### config.mk
export PLATFORM = sky130hd
export DESIGN_NAME = unit_normal_compress_16bit
export DESIGN_NICKNAME = d
export VERILOG_FILES = /design/src/rtl/core/unc_pkg.sv /design/src/rtl/core/unc_front.sv /design/src/rtl/core/unc_cell.sv /design/src/rtl/core/unit_normal_compress_16bit.sv
export SDC_FILE = /design/constraint.sdc
export NUM_CORES = 1
export LEC_CHECK = 0
export ABC_AREA = 1
export BUFFER_PORTS_ARGS = -buffer_cell sky130_fd_sc_hd__buf_2
export CORE_UTILIZATION = 50
export CTS_BUF_LIST = sky130_fd_sc_hd__clkbuf_16
export DETAILED_ROUTE_END_ITERATION = 6
export GPL_TIMING_DRIVEN = 0
export PLACE_DENSITY = 0.74
export SLEW_MARGIN = 20
export SYNTH_ARGS = -nofsm -noshare
export SYNTH_HDL_FRONTEND = slang
export SYNTH_HIERARCHICAL = 1
export SYNTH_SLANG_ARGS = --single-unit
export TNS_END_PERCENT = 5
### constraint.sdc
create_clock -name i_clk -period 3.85 [get_ports i_clk]
set_clock_uncertainty 0.15 [all_clocks]
set_input_delay 0.5775 -clock i_clk [delete_from_list [all_inputs] [get_ports i_clk]]
set_output_delay 0.5775 -clock i_clk [all_outputs]
set_load 0.01 [all_outputs]
### src/rtl/core/unc_pkg.sv
// ============================================================================
// Unit normal compressor package
// Shared constants, payload types and the stage record of the divider chain.
// ============================================================================
`default_nettype none

package unc_pkg;

    // Width of one signed input component.
    localparam int COMP_WIDTH = 16;
    // Width of the sum of three magnitudes.
    localparam int SUM_W      = COMP_WIDTH + 2;
    // Width of one projected index before folding.
    localparam int QUO_W      = 7;
    // Left shift that aligns the divisor with the top quotient bit.
    localparam int DIV_SHIFT  = QUO_W - 1;
    // Width of a partial remainder; it stays below twice the aligned divisor.
    localparam int REM_W      = COMP_WIDTH + QUO_W + 1;
    // Number of division cells, one per quotient bit.
    localparam int NUM_CELLS  = QUO_W;
    // Width of the packed result code.
    localparam int CODE_W     = 16;
    // Width of the folded x index field.
    localparam int XIDX_W     = 6;

    typedef struct packed {
        logic signed [COMP_WIDTH-1:0] comp_x;
        logic signed [COMP_WIDTH-1:0] comp_y;
        logic signed [COMP_WIDTH-1:0] comp_z;
    } t_in;

    typedef struct packed {
        logic [CODE_W-1:0] packed_code;
        logic              zero_input;
    } t_out;

    // Record handed from one division cell to the next.
    typedef struct packed {
        logic             valid;
        logic [2:0]       signs;
        logic             zero;
        logic [REM_W-1:0] divisor;
        logic [REM_W-1:0] rem_x;
        logic [REM_W-1:0] rem_y;
        logic [QUO_W-1:0] quo_x;
        logic [QUO_W-1:0] quo_y;
    } t_stage;

endpackage

`default_nettype wire

### src/rtl/core/unc_front.sv
// ============================================================================
// Unit normal compressor front stage
// Takes signed components, forms magnitudes and signs, the scaled dividends and the divisor.
// ============================================================================
`default_nettype none

module unc_front (
    input  wire logic            i_clk,
    input  wire logic            i_rst_n,
    input  wire logic            i_accept,
    input  wire unc_pkg::t_in    i_in,
    output unc_pkg::t_stage      o_stage
);

    logic [unc_pkg::COMP_WIDTH-1:0] w_mag_x;
    logic [unc_pkg::COMP_WIDTH-1:0] w_mag_y;
    logic [unc_pkg::COMP_WIDTH-1:0] w_mag_z;
    logic [unc_pkg::SUM_W-1:0]      w_sum;
    logic [unc_pkg::REM_W-1:0]      w_ext_x;
    logic [unc_pkg::REM_W-1:0]      w_ext_y;
    logic                           r_valid;
    logic                           n_valid;
    unc_pkg::t_stage                r_data;
    unc_pkg::t_stage                n_data;

    // Two's complement negation in the unsigned domain is exact for the
    // most negative value as well.
    assign w_mag_x = i_in.comp_x[unc_pkg::COMP_WIDTH-1] ? (~i_in.comp_x + 1'b1) : i_in.comp_x;
    assign w_mag_y = i_in.comp_y[unc_pkg::COMP_WIDTH-1] ? (~i_in.comp_y + 1'b1) : i_in.comp_y;
    assign w_mag_z = i_in.comp_z[unc_pkg::COMP_WIDTH-1] ? (~i_in.comp_z + 1'b1) : i_in.comp_z;

    assign w_sum = unc_pkg::SUM_W'(w_mag_x) + unc_pkg::SUM_W'(w_mag_y)
                 + unc_pkg::SUM_W'(w_mag_z);

    assign w_ext_x = unc_pkg::REM_W'(w_mag_x);
    assign w_ext_y = unc_pkg::REM_W'(w_mag_y);

    always_comb begin
        n_valid         = i_accept;
        n_data.valid    = i_accept;
        n_data.signs    = {i_in.comp_x[unc_pkg::COMP_WIDTH-1],
                           i_in.comp_y[unc_pkg::COMP_WIDTH-1],
                           i_in.comp_z[unc_pkg::COMP_WIDTH-1]};
        n_data.zero     = (w_sum == '0);
        n_data.divisor  = unc_pkg::REM_W'(w_sum) << unc_pkg::DIV_SHIFT;
        // The scale of 126 is 128 minus 2.
        n_data.rem_x    = (w_ext_x << 7) - (w_ext_x << 1);
        n_data.rem_y    = (w_ext_y << 7) - (w_ext_y << 1);
        n_data.quo_x    = '0;
        n_data.quo_y    = '0;
    end

    always_ff @(posedge i_clk) begin
        if (!i_rst_n) begin
            r_valid <= 1'b0;
        end else begin
            r_valid <= n_valid;
        end
    end

    always_ff @(posedge i_clk) begin
        r_data <= n_data;
    end

    always_comb begin
        o_stage       = r_data;
        o_stage.valid = r_valid;
    end

endmodule

`default_nettype wire

### src/rtl/core/unc_cell.sv
// ============================================================================
// Unit normal compressor division cell
// Resolves one quotient bit of both projected indices per cycle.
// ============================================================================
`default_nettype none

module unc_cell (
    input  wire logic            i_clk,
    input  wire logic            i_rst_n,
    input  wire unc_pkg::t_stage i_stage,
    output unc_pkg::t_stage      o_stage
);

    logic                      w_ge_x;
    logic                      w_ge_y;
    logic [unc_pkg::REM_W-1:0] w_diff_x;
    logic [unc_pkg::REM_W-1:0] w_diff_y;
    logic                      r_valid;
    logic                      n_valid;
    unc_pkg::t_stage           r_data;
    unc_pkg::t_stage           n_data;

    assign w_ge_x   = (i_stage.rem_x >= i_stage.divisor);
    assign w_ge_y   = (i_stage.rem_y >= i_stage.divisor);
    assign w_diff_x = w_ge_x ? (i_stage.rem_x - i_stage.divisor) : i_stage.rem_x;
    assign w_diff_y = w_ge_y ? (i_stage.rem_y - i_stage.divisor) : i_stage.rem_y;

    always_comb begin
        n_valid       = i_stage.valid;
        n_data        = i_stage;
        // The remainder is now below the aligned divisor, so the shift
        // cannot overflow.
        n_data.rem_x  = {w_diff_x[unc_pkg::REM_W-2:0], 1'b0};
        n_data.rem_y  = {w_diff_y[unc_pkg::REM_W-2:0], 1'b0};
        n_data.quo_x  = {i_stage.quo_x[unc_pkg::QUO_W-2:0], w_ge_x};
        n_data.quo_y  = {i_stage.quo_y[unc_pkg::QUO_W-2:0], w_ge_y};
    end

    always_ff @(posedge i_clk) begin
        if (!i_rst_n) begin
            r_valid <= 1'b0;
        end else begin
            r_valid <= n_valid;
        end
    end

    always_ff @(posedge i_clk) begin
        r_data <= n_data;
    end

    always_comb begin
        o_stage       = r_data;
        o_stage.valid = r_valid;
    end

endmodule

`default_nettype wire

### src/rtl/core/unit_normal_compress_16bit.sv
// ============================================================================
// Unit normal compressor, 16-bit octant projection code
// Pipelined top level: front stage, a chain of division cells, output stage.
// ============================================================================
//
// Usage:
//   A direction vector is presented on i_in (three signed components) with
//   i_start high; the transfer happens at the rising edge where i_start is
//   high and o_busy is low. o_busy is always low, so a new vector may be
//   started in every cycle.
//   Each vector produces exactly one result on o_out, shown for a single
//   cycle with o_valid high. The receiver cannot hold results off; results
//   come out in the order the vectors went in.
//   From the accepting edge to the edge that takes the result, the front
//   stage forms magnitudes, the sum and the scaled dividends, the chain of
//   division cells settles the quotient bits (each cell settles one bit of
//   both 7-bit indices), and the output stage folds, packs and registers
//   the code. Throughput is one vector per cycle.
//   An all-zero vector yields code 0 with zero_input set.
//   Reset (synchronous, active low) clears all valid flags in the chain, so
//   vectors in flight are dropped and no result appears until new vectors
//   are started.
// ============================================================================
`default_nettype none

module unit_normal_compress_16bit (
    input  wire logic          i_clk,
    input  wire logic          i_rst_n,
    input  wire logic          i_start,
    input  wire unc_pkg::t_in  i_in,
    output logic               o_busy,
    output logic               o_valid,
    output unc_pkg::t_out      o_out
);

    // Stage records along the chain; entry 0 comes from the front stage.
    unc_pkg::t_stage w_stage [0:unc_pkg::NUM_CELLS];

    logic                             w_accept;
    logic                             w_fold;
    logic [unc_pkg::QUO_W-1:0]        w_xi;
    logic [unc_pkg::QUO_W-1:0]        w_yi;
    logic                             r_valid;
    logic                             n_valid;
    unc_pkg::t_out                    r_out;
    unc_pkg::t_out                    n_out;

    // The pipeline never stalls, so it can always take a new transfer.
    assign o_busy   = 1'b0;
    assign w_accept = i_start & ~o_busy;

    unc_front u_front (
        .i_clk    (i_clk),
        .i_rst_n  (i_rst_n),
        .i_accept (w_accept),
        .i_in     (i_in),
        .o_stage  (w_stage[0])
    );

    // Each cell resolves the next lower quotient bit of both indices.
    for (genvar g = 0; g < unc_pkg::NUM_CELLS; g++) begin : g_cell
        unc_cell u_cell (
            .i_clk   (i_clk),
            .i_rst_n (i_rst_n),
            .i_stage (w_stage[g]),
            .o_stage (w_stage[g+1])
        );
    end

    // Fold the upper half of the x range back: 127 minus a 7-bit value is
    // its bitwise complement.
    assign w_fold = w_stage[unc_pkg::NUM_CELLS].quo_x[unc_pkg::QUO_W-1];
    assign w_xi   = w_fold ? ~w_stage[unc_pkg::NUM_CELLS].quo_x
                           : w_stage[unc_pkg::NUM_CELLS].quo_x;
    assign w_yi   = w_fold ? ~w_stage[unc_pkg::NUM_CELLS].quo_y
                           : w_stage[unc_pkg::NUM_CELLS].quo_y;

    always_comb begin
        n_valid = w_stage[unc_pkg::NUM_CELLS].valid;
        if (w_stage[unc_pkg::NUM_CELLS].zero) begin
            // A zero vector has no direction; the code is forced to zero.
            n_out.packed_code = '0;
            n_out.zero_input  = 1'b1;
        end else begin
            n_out.packed_code = {w_stage[unc_pkg::NUM_CELLS].signs,
                                 w_xi[unc_pkg::XIDX_W-1:0], w_yi};
            n_out.zero_input  = 1'b0;
        end
    end

    always_ff @(posedge i_clk) begin
        if (!i_rst_n) begin
            r_valid <= 1'b0;
        end else begin
            r_valid <= n_valid;
        end
    end

    always_ff @(posedge i_clk) begin
        r_out <= n_out;
    end

    assign o_valid = r_valid;
    assign o_out   = r_out;

`ifndef SYNTHESIS
    // Every accepted vector produces its result after the fixed latency.
    a_latency: assert property (@(posedge i_clk) disable iff (!i_rst_n)
        w_accept |-> ##9 o_valid)
        else $error("result missing nine cycles after a transfer");

    // No result without a vector started at the matching earlier edge.
    a_no_spurious: assert property (@(posedge i_clk) disable iff (!i_rst_n)
        o_valid |-> $past(i_start, 9))
        else $error("result without a matching transfer");

    // The zero flag tracks the vector that produced the result.
    a_zero_flag: assert property (@(posedge i_clk) disable iff (!i_rst_n)
        o_valid |-> (o_out.zero_input ==
                     (($past(i_in.comp_x, 9) == '0) && ($past(i_in.comp_y, 9) == '0)
                      && ($past(i_in.comp_z, 9) == '0))))
        else $error("zero flag does not match the input vector");

    // A zero vector carries an all-zero code.
    a_zero_code: assert property (@(posedge i_clk) disable iff (!i_rst_n)
        (o_valid && o_out.zero_input) |-> (o_out.packed_code == '0))
        else $error("zero vector produced a nonzero code");
`endif

endmodule

`default_nettype wire

==> reports/qor.yml, run 1 <==
syn-cell-area_um2: 44500
path_cells: "buf_2 > nor2_2 > nand2_1 > nor2_4 > nand2_1 > o31ai_2 > xor2_1 > inv_1 > fa_1 > inv_1 > ha_4 > nand2_1 > nand2_1 > nand2_1 > and2_1 > nand3_1 > nand2_1 > nand3_1 > nand2_1 > nand2_1 > or2_2 > nand2_2 > nand4_1 > nor2_4"
clock-sinks: 598
setup_violations: 0
min_path_type: "in2reg"
drt_iter0_markers: 3457
areaGrowthSynthToFinish_pct: 9.97
cp-start-kind: "primary input"
grt-ovfl-total: 0
routed_via_density: 5.07
layout-drive-gt1-share_pct: 8.91
fmax_ghz: 0.274
die_h_um: 300
syn_area_per_cell_um2: 6.37
clock_latency_ns: 0.64
crit_arrival_ns: 4.05
grt_pass1_vias: 39600
die_x_um: 300
cpMostUsedCell: "nand2_1"
worstMarginPinSlew_ns: 0.820
drc: 0
num_vias: 42400
critical_path_required_ns: 4.25
post_drt_wl_per_cell_um: 16.6
fin_crit_sh_pct: 94.8
end_kind: "flop"
die_area_um2: 90300
cts-root-buf: "clkbuf_16"
drt-pass1-iter-count: 5
min_period_ns: 3.65
clockBufferDepth: 3
cap_violations: 0
path_class: "in2reg"
hold_violations: 0
clkTransAtPathRegs_ns: 0.06
relSlewSlack_pct: 44.8
start_util_pct: 50.4
tns_ns: 0
max_stage_delay_ns: 0.52
routabilityCongestion: 1.00
maxSlewViolCount: 0
placed_cells: 8241
track_usage_pct: 30.7
grt_max_degree: 19
ys_warn_count: 6
antenna_found_initial: 2
row_count: 109
status: "finished, final reports clean"
crit_fanout: 5
crit_path_top_delay_cell: "fa_1"
critical-path-top-delay-family: "simple AND/OR/NAND/NOR gates"
cts_tree: "done"
io_buffers: 68
crit_buf_inv: 3
coreArea_um2: 88400
grt_pass1_wl_um: 216000
io_pins: 70
cts_inserted_buffers: 66
fin_cells: 8371
multi_input_area_um2: 26300
final_antenna_net_count: 0
nets: 7610
nFillCells: 8801
regArea_um2: 12000
postRouteWirelength_um: 139000
syn_inst: 6995
hpwl_um: 118000
htreeDepth: 3
[area by class of cell]
| type | instances | area share (%) |
|---|---|---|
| multi-input combinational | 4811 | 53.7 |
| sequential | 598 | 24.4 |
| inverter | 1487 | 11.4 |
| clock buffer | 66 | 3.37 |
| tap | 1165 | 2.98 |
| buffer | 110 | 1.91 |
| clock inverter | 52 | 1.30 |
| timing repair buffer | 81 | 0.920 |
| antenna | 1 | 0.00511 |
[what timing repair did]
item | CTS | global route
hold buffers | 4 | 0
gates resized for setup | 9 | 37
pin swaps | 3 | 9
setup buffers | 3 | 6
hold endpoints to repair | 4 | 0
endpoints found under the setup margin | 2 | 4
[cells in the final DEF, fill, tap and decap left out, types with 7 or more instances in the layout]
master,count
nor2_2,41
a21oi_1,165
nand2_1,2461
clkinv_1,10
nand3_2,67
buf_6,30
nand3b_1,83
nand3_1,347
nor2_4,24
or2_0,7
clkinv_2,8
xnor2_1,19
nand2_4,8
inv_1,1456
buf_2,79
o21ai_1,101
nand4_1,211
conb_1,21
clkbuf_16,66
o21ai_0,19
nor3_1,35
nand4_4,14
dfxtp_1,598
xor2_2,10
clkbuf_1,8
o21ai_2,59
nor2_1,424
fa_1,27
inv_2,32
and2_1,26
bufinv_16,7
clkinvlp_4,9
nand2_2,91
buf_4,39
xor2_1,141
buf_8,12
ha_1,369
buf_1,16
[final timing paths]
check | slack (ns) | from | cells past startpoint | end
max | 0.20 | i_in[35] | 24 | u_front/o_stage[86]$_DFF_P_
min | 0.05 | i_in[16] | 1 | u_front/o_stage[15]$_DFF_P_
max reg2reg | 1.03 | g_cell[3].u_cell/o_stage[62]$_DFF_P_ | 11 | g_cell[4].u_cell/o_stage[40]$_DFF_P_
min reg2reg | 0.15 | g_cell[1].u_cell/o_stage[68]$_DFF_P_ | 0 | g_cell[2].u_cell/o_stage[68]$_DFF_P_
[flip-flops by register name, summed over array words and instances (netlist names)]
signal / flops
u_front/r_valid: 1
o_valid: 1
o_out: 17
u_front/o_stage: 68
g_cell.u_cell/r_valid: 7
g_cell.u_cell/o_stage: 504
[per-layer routing]
metal	track usage [%]	vias up	wire, um
met4	17.5	4	8620
li1	-	21600	-
met5	0	-	31
met3	3.51	348	7900
met1	38.9	19100	60000
met2	50.6	1369	62800
[per-stage QoR]
stage | hold slack [ns] | setup slack (ns) | instance area (um2) | util [%]
floorplan | 0.160 | 0.0996 | 44600 | -
global placement | 0.160 | -0.965 | 46400 | 52.5
detailed placement | 0.162 | -0.984 | 46400 | 52.5
CTS | 0.0104 | 0.0133 | 48800 | 55.2
global route | 0.0224 | -0.0957 | 49000 | 55.4
finish | 0.0453 | 0.199 | 49000 | 55.4
Power of run 1 is left out: the tool's default activity adds up to more than one toggle a clock period on the data nets, which glitch-free logic cannot reach.
==> run 2, diff against run 1 <==
Settings changed: CELL_PAD_IN_SITES_DETAIL_PLACEMENT set to 0, CELL_PAD_IN_SITES_GLOBAL_PLACEMENT set to 1, CORE_UTILIZATION 50 to 42, PLACE_DENSITY 0.74 to 0.84.
==> run 2 against run 1 <==
Net effect:
- flip-flop and latch count is the same
- clock-buffer cell count did not move
- sequential share of layout area down 0.14 points
- register-to-register slack got worse by 0.13 ns
- wire length is 4.1% higher
- die area increased by 19%
- via count is 2.1% lower
- fmax up 1.2%
- non-clock buffer count rose by 2
- critical path type unchanged
- global-route usage is 4.0 points lower
- core utilization down 8.6 points
- design area up 0.59%
- largest cell class unchanged
==> reports/qor.yml, run 2 (same netlist as run 1, synthesis figures left out) <==
status: "finished, final reports clean"
nets: 7612  # +0.026%
drt-pass1-iter-count: 5  # unchanged
htreeDepth: 3  # unchanged
end_kind: "flop"
fin_crit_sh_pct: 93.7  # -1.1 points
tns_ns: 0  # unchanged
r2r_setup_slack_ns: 0.90  # -0.13 ns
crit_path_start: "i_in[16]"
grt_pass1_wl_um: 220000  # +1.9%
fmax_ghz: 0.277  # +1.2%
clkTransAtPathRegs_ns: 0.06  # about the same
antenna_found_initial: 5  # +3
die_x_um: 328  # +9.0%
clockBufferDepth: 3  # unchanged
io_buffers: 68  # unchanged
cts-root-buf: "clkbuf_16"
min_period_ns: 3.61  # -0.0441 ns
r2r-end: "g_cell[1].u_cell/o_stage[35]$_DFF_P_"
routabilityCongestion: 0.957  # -4.7%
relSlewSlack_pct: 39.5  # -5.3 points
min_path_type: "in2reg"
mostFrequentLayoutCells: "2459 x nand2_1, 1456 x inv_1, 598 x dfxtp_1"
crit_fanout: 6  # +1
postRouteWirelength_um: 145000  # +4.1%
areaGrowthSynthToFinish_pct: 10.6
hpwl_um: 124000  # +4.7%
io_pins: 70  # unchanged
wl_met3_um: 6170  # -22%
start_util_pct: 42.3  # -8.1 points
die_h_um: 328  # +9.0%
largest_reg_flops: 504  # unchanged
hold_violations: 0  # unchanged
min_from: "i_in[32]"
setup_violations: 0  # unchanged
crit_arrival_ns: 4.02  # -0.03 ns
layout-drive-gt1-share_pct: 8.93  # +0.023 points
drt_iter0_markers: 2851  # -18%
coreArea_um2: 105000  # +19%
num_vias: 41500  # -2.1%
cap_violations: 0  # unchanged
track_usage_pct: 26.7  # -4.0 points
drc: 0  # unchanged
grt_max_degree: 16  # -3
maxSlewViolCount: 0  # unchanged
row_count: 119  # +9.2%
die_area_um2: 107000  # +19%
r2r_start: "g_cell[0].u_cell/o_stage[63]$_DFF_P_"
grt_pass1_vias: 38900  # -1.8%
grt-ovfl-total: 0  # unchanged
hold_path_end: "u_front/o_stage[39]$_DFF_P_"
reg2reg_depth: 11  # unchanged
clock_latency_ns: 0.65  # about the same
wl_met2_um: 67600  # +7.6%
path_class: "in2reg"
routed_via_density: 4.82  # -4.8%
final_antenna_net_count: 0  # unchanged
layout_commonest_cell: "nand2_1"
critical_path_required_ns: 4.26  # about the same
cts_tree: "done"
worstMarginPinSlew_ns: 0.899  # +0.0792 ns
cp-start-kind: "primary input"
wl_met1_um: 65900  # +9.9%
hold-path-cell-count: 1  # unchanged
clock-sinks: 598  # unchanged
post_drt_wl_per_cell_um: 16.9  # +1.3%
cts_inserted_buffers: 66  # unchanged
maxUsedRoutingLayer: "met4"
run 2: metrics by stage:
stage	hold slack, ns	setup WS, ns	cell area [um2]	cells	utilization (%)
after detailed placement	0.162	-1.04	46700	8467	44.3
after global placement	0.160	-1.04	46700	8467	44.3
after global routing	0.0521	-0.000881	49300	8603	46.8
final	0.0782	0.243	49300	8606	46.8
after floorplan	0.160	0.0996	44600	7008	-
after CTS	0.0418	0.00602	49000	8593	46.6
run 2: what timing repair did:
action	4_1_cts	5_1_grt
endpoints found under the hold margin	5	0
setup buffers	1	8
cloned	0	0
hold buffers	5	0
pin swaps	1	12
endpoints found under the setup margin	2	4
resized for setup	11	38
run 2: cell type report:
| class | count | area [um2] |
|---|---|---|
| Clock buffer | 66 | 1650 |
| Timing Repair Buffer | 82 | 460 |
| Tap cell | 1391 | 1740 |
| Buffer | 111 | 938 |
| Sequential cell | 598 | 12000 |
| Antenna cell | 6 | 15.0 |
| Multi-Input combinational cell | 4811 | 26300 |
| Inverter | 1487 | 5590 |
| Fill cell | 11100 | 56000 |
| Clock inverter | 54 | 622 |
run 2: how the worst max path moves through the flow:
stage / end / depth (start not counted)
after detailed placement: u_front/o_stage[86]$_DFF_P_ / 23
after CTS: u_front/o_stage[86]$_DFF_P_ / 24
after global routing: u_front/o_stage[86]$_DFF_P_ / 25
after floorplan: u_front/o_stage[86]$_DFF_P_ / 22
after global placement: u_front/o_stage[86]$_DFF_P_ / 23
final: u_front/o_stage[86]$_DFF_P_ / 24
run 2: critical path, stage by stage:
cell and delay (ns):
buf_2 0.16, inv_4 0.10, ha_4 0.19, nand2_1 0.08, nand2_2 0.06, xnor2_2 0.28
inv_2 0.18, fa_1 0.55, inv_1 0.04, ha_1 0.37, nand2_1 0.10, nand2_1 0.06
nand2_1 0.06, nand2_1 0.05, nand2_1 0.09, nand3_2 0.08, nand2_1 0.06, nand3_1 0.10
nand2_1 0.08, nand2_1 0.05, or2_2 0.28, nand2_2 0.08, nand4_1 0.13, nor2_4 0.19
run 2: per-layer routing:
metal	track usage, %	vias up
met4	9.58	0
met5	0	-
met1	34.5	18800
met3	2.82	206
met2	45.8	885
li1	-	21700
Power of run 2 is left out for the same reason.
